`src/design/tscoal_pkg.sv`:
```
// Shared codes, widths and defaults for the two-timestep sample coalescer.
package tscoal_pkg;

   // Field widths of the request and response items
   localparam int KindWidth   = 2;
   localparam int CountWidth  = 14;
   localparam int SampleWidth = 32;
   localparam int IdWidth     = 31;
   localparam int ErrorWidth  = 2;

   // Largest count a 14-bit signed header field can carry
   localparam int CountFieldMax = 8191;

   // Default clamp for per-block sample counts
   localparam int MaxBlockSamples = 4096;

   // Header count meaning "block not sampled in this timestep" (-1)
   localparam logic [CountWidth-1:0] CountNone = '1;

   // Request item kinds
   localparam logic [KindWidth-1:0] KIND_HEADER   = 2'd0;
   localparam logic [KindWidth-1:0] KIND_CURRENT  = 2'd1;
   localparam logic [KindWidth-1:0] KIND_PREVIOUS = 2'd2;

   // Response item kinds
   localparam logic [KindWidth-1:0] RESULT_SAMPLE = 2'd0;
   localparam logic [KindWidth-1:0] RESULT_COUNT  = 2'd1;
   localparam logic [KindWidth-1:0] RESULT_ERROR  = 2'd2;

   // Error codes
   localparam logic [ErrorWidth-1:0] ERR_NONE    = 2'd0;
   localparam logic [ErrorWidth-1:0] ERR_NO_DATA = 2'd1;
   localparam logic [ErrorWidth-1:0] ERR_EARLY   = 2'd2;
   localparam logic [ErrorWidth-1:0] ERR_SURPLUS = 2'd3;

endpackage

```
`src/design/two_timestep_sample_coalescer.sv`:
```
// Top level: block-by-block merge of current and previous timestep sample streams.

// Each request is decoded combinationally against the block state (forward-previous
// flag and the two remaining-sample counters) and its response, if any, lands in
// the response register: one item per clock while req_ready is high, response
// valid in the cycle after the request transfer. req_ready drops only while the
// response register holds an untaken item and rsp_ready is low. A header answers with the block's coalesced
// count, or an error when both counts are -1 or the previous block was not
// finished; samples are forwarded or dropped, and a sample beyond its block's
// count answers with a surplus error. Header counts below -1 count as zero and
// counts above MAX_BLOCK_SAMPLES are clamped to it.
module two_timestep_sample_coalescer #(
   parameter int MAX_BLOCK_SAMPLES = tscoal_pkg::MaxBlockSamples
) (
   input  logic        clock,
   input  logic        reset,

   input  logic        req_valid,
   output logic        req_ready,
   input  logic [1:0]  req_kind,
   input  logic signed [13:0] req_current_count,
   input  logic signed [13:0] req_previous_count,
   input  logic [31:0] req_sample_bits,
   input  logic [30:0] req_global_id,

   output logic        rsp_valid,
   input  logic        rsp_ready,
   output logic [1:0]  rsp_result_kind,
   output logic [31:0] rsp_out_sample_bits,
   output logic [30:0] rsp_out_global_id,
   output logic signed [13:0] rsp_block_count,
   output logic [1:0]  rsp_error_code
);

   localparam int CntW     = tscoal_pkg::CountWidth;
   localparam int ClampMax = (MAX_BLOCK_SAMPLES > tscoal_pkg::CountFieldMax) ?
                             tscoal_pkg::CountFieldMax : MAX_BLOCK_SAMPLES;
   localparam int LeftW    = $clog2(ClampMax + 1);

   // Clamp a header count that is not -1 into 0..ClampMax
   function automatic logic [LeftW-1:0] clamp_count(input logic signed [CntW-1:0] c);
      logic [LeftW-1:0] res;
      if (c < 0) begin
         res = '0;
      end else if (int'(c) > MAX_BLOCK_SAMPLES) begin
         res = LeftW'(ClampMax);
      end else begin
         res = LeftW'(unsigned'(c));
      end
      return res;
   endfunction

   // Block state
   logic             take_prev_ff, take_prev_in;
   logic [LeftW-1:0] cur_left_ff, cur_left_in;
   logic [LeftW-1:0] prev_left_ff, prev_left_in;

   // Response register
   logic             rsp_valid_ff;
   logic [1:0]       kind_ff, kind_in;
   logic [31:0]      bits_ff, bits_in;
   logic [30:0]      gid_ff, gid_in;
   logic [CntW-1:0]  count_ff, count_in;
   logic [1:0]       err_ff, err_in;

   logic             has_rsp;
   logic             req_xfer;
   logic             cur_none;
   logic             prev_none;
   logic             early;
   logic [LeftW-1:0] new_count;

   assign req_ready = !rsp_valid_ff || rsp_ready;
   assign req_xfer  = req_valid && req_ready;

   assign cur_none  = (req_current_count == tscoal_pkg::CountNone);
   assign prev_none = (req_previous_count == tscoal_pkg::CountNone);
   assign early     = (cur_left_ff != '0) || (prev_left_ff != '0);

   // Decode one request against the block state
   always_comb begin
      take_prev_in = take_prev_ff;
      cur_left_in  = cur_left_ff;
      prev_left_in = prev_left_ff;
      has_rsp      = 1'b0;
      kind_in      = tscoal_pkg::RESULT_SAMPLE;
      bits_in      = '0;
      gid_in       = '0;
      count_in     = '0;
      err_in       = tscoal_pkg::ERR_NONE;
      new_count    = '0;
      case (req_kind)
         tscoal_pkg::KIND_HEADER: begin
            has_rsp = 1'b1;
            if (cur_none && prev_none) begin
               // Block sampled in neither timestep: abandon it
               take_prev_in = 1'b0;
               cur_left_in  = '0;
               prev_left_in = '0;
               kind_in      = tscoal_pkg::RESULT_ERROR;
               count_in     = tscoal_pkg::CountNone;
               err_in       = tscoal_pkg::ERR_NO_DATA;
            end else begin
               if (cur_none) begin
                  take_prev_in = 1'b1;
                  cur_left_in  = '0;
                  prev_left_in = clamp_count(req_previous_count);
                  new_count    = prev_left_in;
               end else begin
                  take_prev_in = 1'b0;
                  cur_left_in  = clamp_count(req_current_count);
                  prev_left_in = prev_none ? '0 : clamp_count(req_previous_count);
                  new_count    = cur_left_in;
               end
               count_in = CntW'(new_count);
               if (early) begin
                  kind_in = tscoal_pkg::RESULT_ERROR;
                  err_in  = tscoal_pkg::ERR_EARLY;
               end else begin
                  kind_in = tscoal_pkg::RESULT_COUNT;
               end
            end
         end
         tscoal_pkg::KIND_CURRENT: begin
            has_rsp = 1'b1;
            if (cur_left_ff == '0) begin
               kind_in = tscoal_pkg::RESULT_ERROR;
               err_in  = tscoal_pkg::ERR_SURPLUS;
            end else begin
               cur_left_in = cur_left_ff - 1'b1;
               bits_in     = req_sample_bits;
               gid_in      = req_global_id;
            end
         end
         tscoal_pkg::KIND_PREVIOUS: begin
            if (prev_left_ff == '0) begin
               has_rsp = 1'b1;
               kind_in = tscoal_pkg::RESULT_ERROR;
               err_in  = tscoal_pkg::ERR_SURPLUS;
            end else begin
               // Previous samples of a current-sampled block are dropped
               prev_left_in = prev_left_ff - 1'b1;
               has_rsp      = take_prev_ff;
               bits_in      = req_sample_bits;
               gid_in       = req_global_id;
            end
         end
         default: begin
            has_rsp = 1'b0;
         end
      endcase
   end

   // Block state update on request transfer
   always_ff @(posedge clock) begin
      if (reset) begin
         take_prev_ff <= 1'b0;
         cur_left_ff  <= '0;
         prev_left_ff <= '0;
      end else if (req_xfer) begin
         take_prev_ff <= take_prev_in;
         cur_left_ff  <= cur_left_in;
         prev_left_ff <= prev_left_in;
      end
   end

   // Response valid: load on a producing transfer, clear when taken
   always_ff @(posedge clock) begin
      if (reset) begin
         rsp_valid_ff <= 1'b0;
      end else if (req_xfer && has_rsp) begin
         rsp_valid_ff <= 1'b1;
      end else if (rsp_ready) begin
         rsp_valid_ff <= 1'b0;
      end
   end

   // Response payload
   always_ff @(posedge clock) begin
      if (req_xfer && has_rsp) begin
         kind_ff  <= kind_in;
         bits_ff  <= bits_in;
         gid_ff   <= gid_in;
         count_ff <= count_in;
         err_ff   <= err_in;
      end
   end

   assign rsp_valid           = rsp_valid_ff;
   assign rsp_result_kind     = kind_ff;
   assign rsp_out_sample_bits = bits_ff;
   assign rsp_out_global_id   = gid_ff;
   assign rsp_block_count     = signed'(count_ff);
   assign rsp_error_code      = err_ff;

endmodule

```
`config.mk`:
```
export PLATFORM = sky130hd
export DESIGN_NAME = two_timestep_sample_coalescer
export DESIGN_NICKNAME = d
export VERILOG_FILES = /design/src/design/tscoal_pkg.sv /design/src/design/two_timestep_sample_coalescer.sv
export SDC_FILE = /design/constraint.sdc
export NUM_CORES = 1
export LEC_CHECK = 0
export BUFFER_PORTS_ARGS = -buffer_cell sky130_fd_sc_hd__buf_2
export CAP_MARGIN = 30
export CORE_MARGIN = 1
export CORE_UTILIZATION = 45
export CTS_CLUSTER_SIZE = 10
export DETAILED_ROUTE_END_ITERATION = 7
export HOLD_SLACK_MARGIN = 0.06
export MAX_ROUTING_LAYER = met4
export PLACE_DENSITY = 0.75
export SKIP_LAST_GASP = 1
export SLEW_MARGIN = 20
export SYNTH_ARGS = -nofsm -noshare
export SYNTH_HDL_FRONTEND = slang
export SYNTH_SLANG_ARGS = --single-unit
```
`constraint.sdc`:
```
create_clock -name clock -period 10.45 [get_ports clock]
set_input_delay 0.5225 -clock clock [delete_from_list [all_inputs] [get_ports clock]]
set_output_delay 0.5225 -clock clock [all_outputs]
set_load 0.005 [all_outputs]
```
==> qor.yml <==
outcome:
  status: "completed"
logic_synthesis:
  synth-warning-count: 0
  synthFlopType: "edfxtp_1"
  ys_top_cells_by_area: "edfxtp_1 47%, dfxtp_1 11%, and2_1 7.9%, nand2_1 2.6%, a21oi_1 2.4%"
  ys_ff_latch: 109
  synthCells: 474
  syn_nets: 577
  synth.distinct_cells: 53
  synthArstFlopShare_pct: 0
  synth.largest_area_cell: "edfxtp_1"
  synth_edf_count: 81
  syn_area_per_cell_um2: 10.8
  syn_area_mm2: 0.00514
  synth.top_cell.area_share_pct: 47.4
  ys_seq_area_share_pct: 58.3
detailed_routing:
  drc: 0
  ant_nets: 0
  viasPerCell: 5.55
  vias: 4364
  first_iter_violations: 299
  detail_route.wl_per_cell_um: 17.2
  firstDrtPassIters: 5
  wirelength_mm: 13.5
pwr:
  p_leak_nw: 2.64
  clkPwrFrac_pct: 32.9
  swShare_pct: 26.8
  vdd_drop_max_v: 0.0000775
  internal_power_uw: 727
  seqPwrFrac_pct: 50.7
  share_comb_of_total_power_pct: 16.4
  switchingPower_uw: 266
  cellPowerDensity_mw_per_mm2: 153
clock_tree:
  cts_hold_buf: 0
  h-tree-depth: 3
  cts_root_buf: "clkbuf_16"
  cts_buffers: 9
  cts.path.max_buffers: 2
  clock-sinks: 109
  clkTransAtPathRegs_ns: 0.08
  clk_latency_ns: 0.35
  postCtsSetupBuffers: 0
  cts_resized: 0
  tritoncts: "yes"
final_layout:
  multiInputGateArea_mm2: 0.00201
  layout-drive-gt1-share_pct: 32.6
  final_common_cell: "buf_2"
  instances_no_fill: 787
  final_cell_mix: "179 x buf_2, 81 x edfxtp_1, 65 x and2_1"
  nNetsFinal: 745
  num-fill-cells: 945
  ff_latch_area_mm2: 0.00299
  diodes: 0
  fin_util_pct: 59.0
  syn2layout_area_growth_pct: 26.1
setup_path:
  critical_path_required_ns: 10.48
  setup.worst_path.end_class: "flop"
  critPathMaxStageDelay_ns: 0.55
  startpoint_type: "flop"
  critPathBufInv: 3
  slowest_stage: "or3b_2"
  critical-path-top-delay-family: "simple AND/OR/NAND/NOR gates"
  crit_chain: "inv_1, ha_1, or3b_2, nor4b_4, o21a_1, nor3_1, nor3_2, buf_4, buf_12"
  critPathKind: "flop to flop"
  crit_fanout: 48
  critical_path_arrival_ns: 3.05
sta:
  slew_violations: 0
  final_hold_viol_count: 0
  min_period_over_period_pct: 28.9
  fmax_mhz: 331
  fin_ws_ns: 7.43
  tightest_slew_ns: 0.861
  clock_skew_ns: 0.00945
  setup_tns_ns: 0
  slew_headroom_pct: 42.6
  rsz0062_at_grt: "false"
  setup_viol: 0
  period_minus_slack_ns: 3.02
floorplan:
  pin_count: 180
  rows: 38
  core_mm2: 0.0110
  die_h_um: 109
  die_w_um: 109
  start_util_pct: 46.8
  dieArea_mm2: 0.0118
placement:
  io_buffer_count: 179
  hpwl_mm: 9.98
  pre_cts_ws_ns: 7.18
  gp_congestion: 0.895
  dp.cells: 770
global_route:
  grt_max_degree: 82
  grt_pass1_wl_mm: 20.5
  grt_pass1_vias: 3998
  track_usage_pct: 23.6
  grt_antenna_before_repair: 0
  grt-ovfl-total: 0
run:
  maxCapViolations: 0
min_path:
  hp-class: "primary input to flop"
## stage by stage
step | area (µm²) | power [mW] | hold WS, ns
after floorplan | 5140 | 0.611 | 0.453
after global placement | 6150 | 0.666 | 0.463
after detailed placement | 6180 | 0.675 | 0.485
after CTS | 6460 | 0.998 | 0.434
after global routing | 6480 | 1.03 | 0.436
final | 6480 | 0.994 | 0.446
## worst paths after layout
| path | start | slack [ns] | to | cells past startpoint |
|---|---|---|---|---|
| max | prev_left_ff[0] | 7.43 | rsp_result_kind[0] | 9 |
| min | req_sample_bits[7] | 0.45 | rsp_out_sample_bits[7] | 2 |
| max reg2reg | prev_left_ff[0] | 7.43 | rsp_result_kind[0] | 9 |
| min reg2reg | take_prev_ff | 0.51 | take_prev_ff | 2 |
## Yosys cell counts, drive strengths merged (3+ instances only)
cell type and number:
nor3 14, nand2b 8, o22ai 4, nand4 8
mux2i 3, dfxtp 28, nand3 12, o31a 3
a21o 3, o21ai 22, a22oi 10, a31oi 7
nand2 35, a211oi 11, o32ai 3, nor2b 3
and2 66, inv 10, a21boi 3, ha 6
nor2 30, xor2 6, edfxtp 81, a21oi 25
clkbuf 25, buf 4, nor4 11
## power by group through the flow
| stage | clock network, mW | registers [mW] | logic [mW] |
|---|---|---|---|
| after floorplan | 0 | 0.517 | 0.0937 |
| after global placement | 0 | 0.513 | 0.153 |
| after detailed placement | 0 | 0.514 | 0.161 |
| after CTS | 0.332 | 0.504 | 0.162 |
| after global routing | 0.348 | 0.507 | 0.180 |
| final | 0.327 | 0.504 | 0.163 |
## sequential cells by signal (all words and copies together), names as in the netlist
register,cells
cur_left_ff,13
prev_left_ff,13
rsp_block_count,14
rsp_error_code,2
rsp_out_global_id,31
rsp_out_sample_bits,32
rsp_result_kind,2
rsp_valid,1
take_prev_ff,1
## layout make-up
class                           count  share of cell area, %
Sequential cell                   109                   46.2
Timing Repair Buffer              186                   15.1
Tap cell                          140                   2.70
Multi-Input combinational cell    326                   31.1
Clock buffer                        9                   3.48
Clock inverter                      7                  0.830
Inverter                           10                  0.579
## layer usage
metal | vias up | routed length [µm] | part of all wire [%] | GRT usage, %
met5 | - | 0 | 0 | -
met4 | 0 | 238 | 1.8 | 8.11
met3 | 22 | 1150 | 8.5 | 5.02
met2 | 218 | 6310 | 47 | 36.7
met1 | 2049 | 5820 | 43 | 30.5
li1 | 2075 | - | - | -
## logic make-up (layout without fill, tap and decap cells)
| kind of cell | after synthesis | in the layout | synth area share (%) |
|---|---|---|---|
| multiplexers | 3 | 3 | 0.585 |
| AO/OA/AOI/OAI | 108 | 108 | 13.8 |
| XOR/XNOR | 7 | 7 | 1.19 |
| buffers and inverters | 39 | 212 | 2.95 |
| flip-flops | 109 | 109 | 58.3 |
| AND/OR/NAND/NOR | 202 | 202 | 21.8 |
| adder cells (fa/ha/maj) | 6 | 6 | 1.46 |
Power figures use the tool's default switching activity.
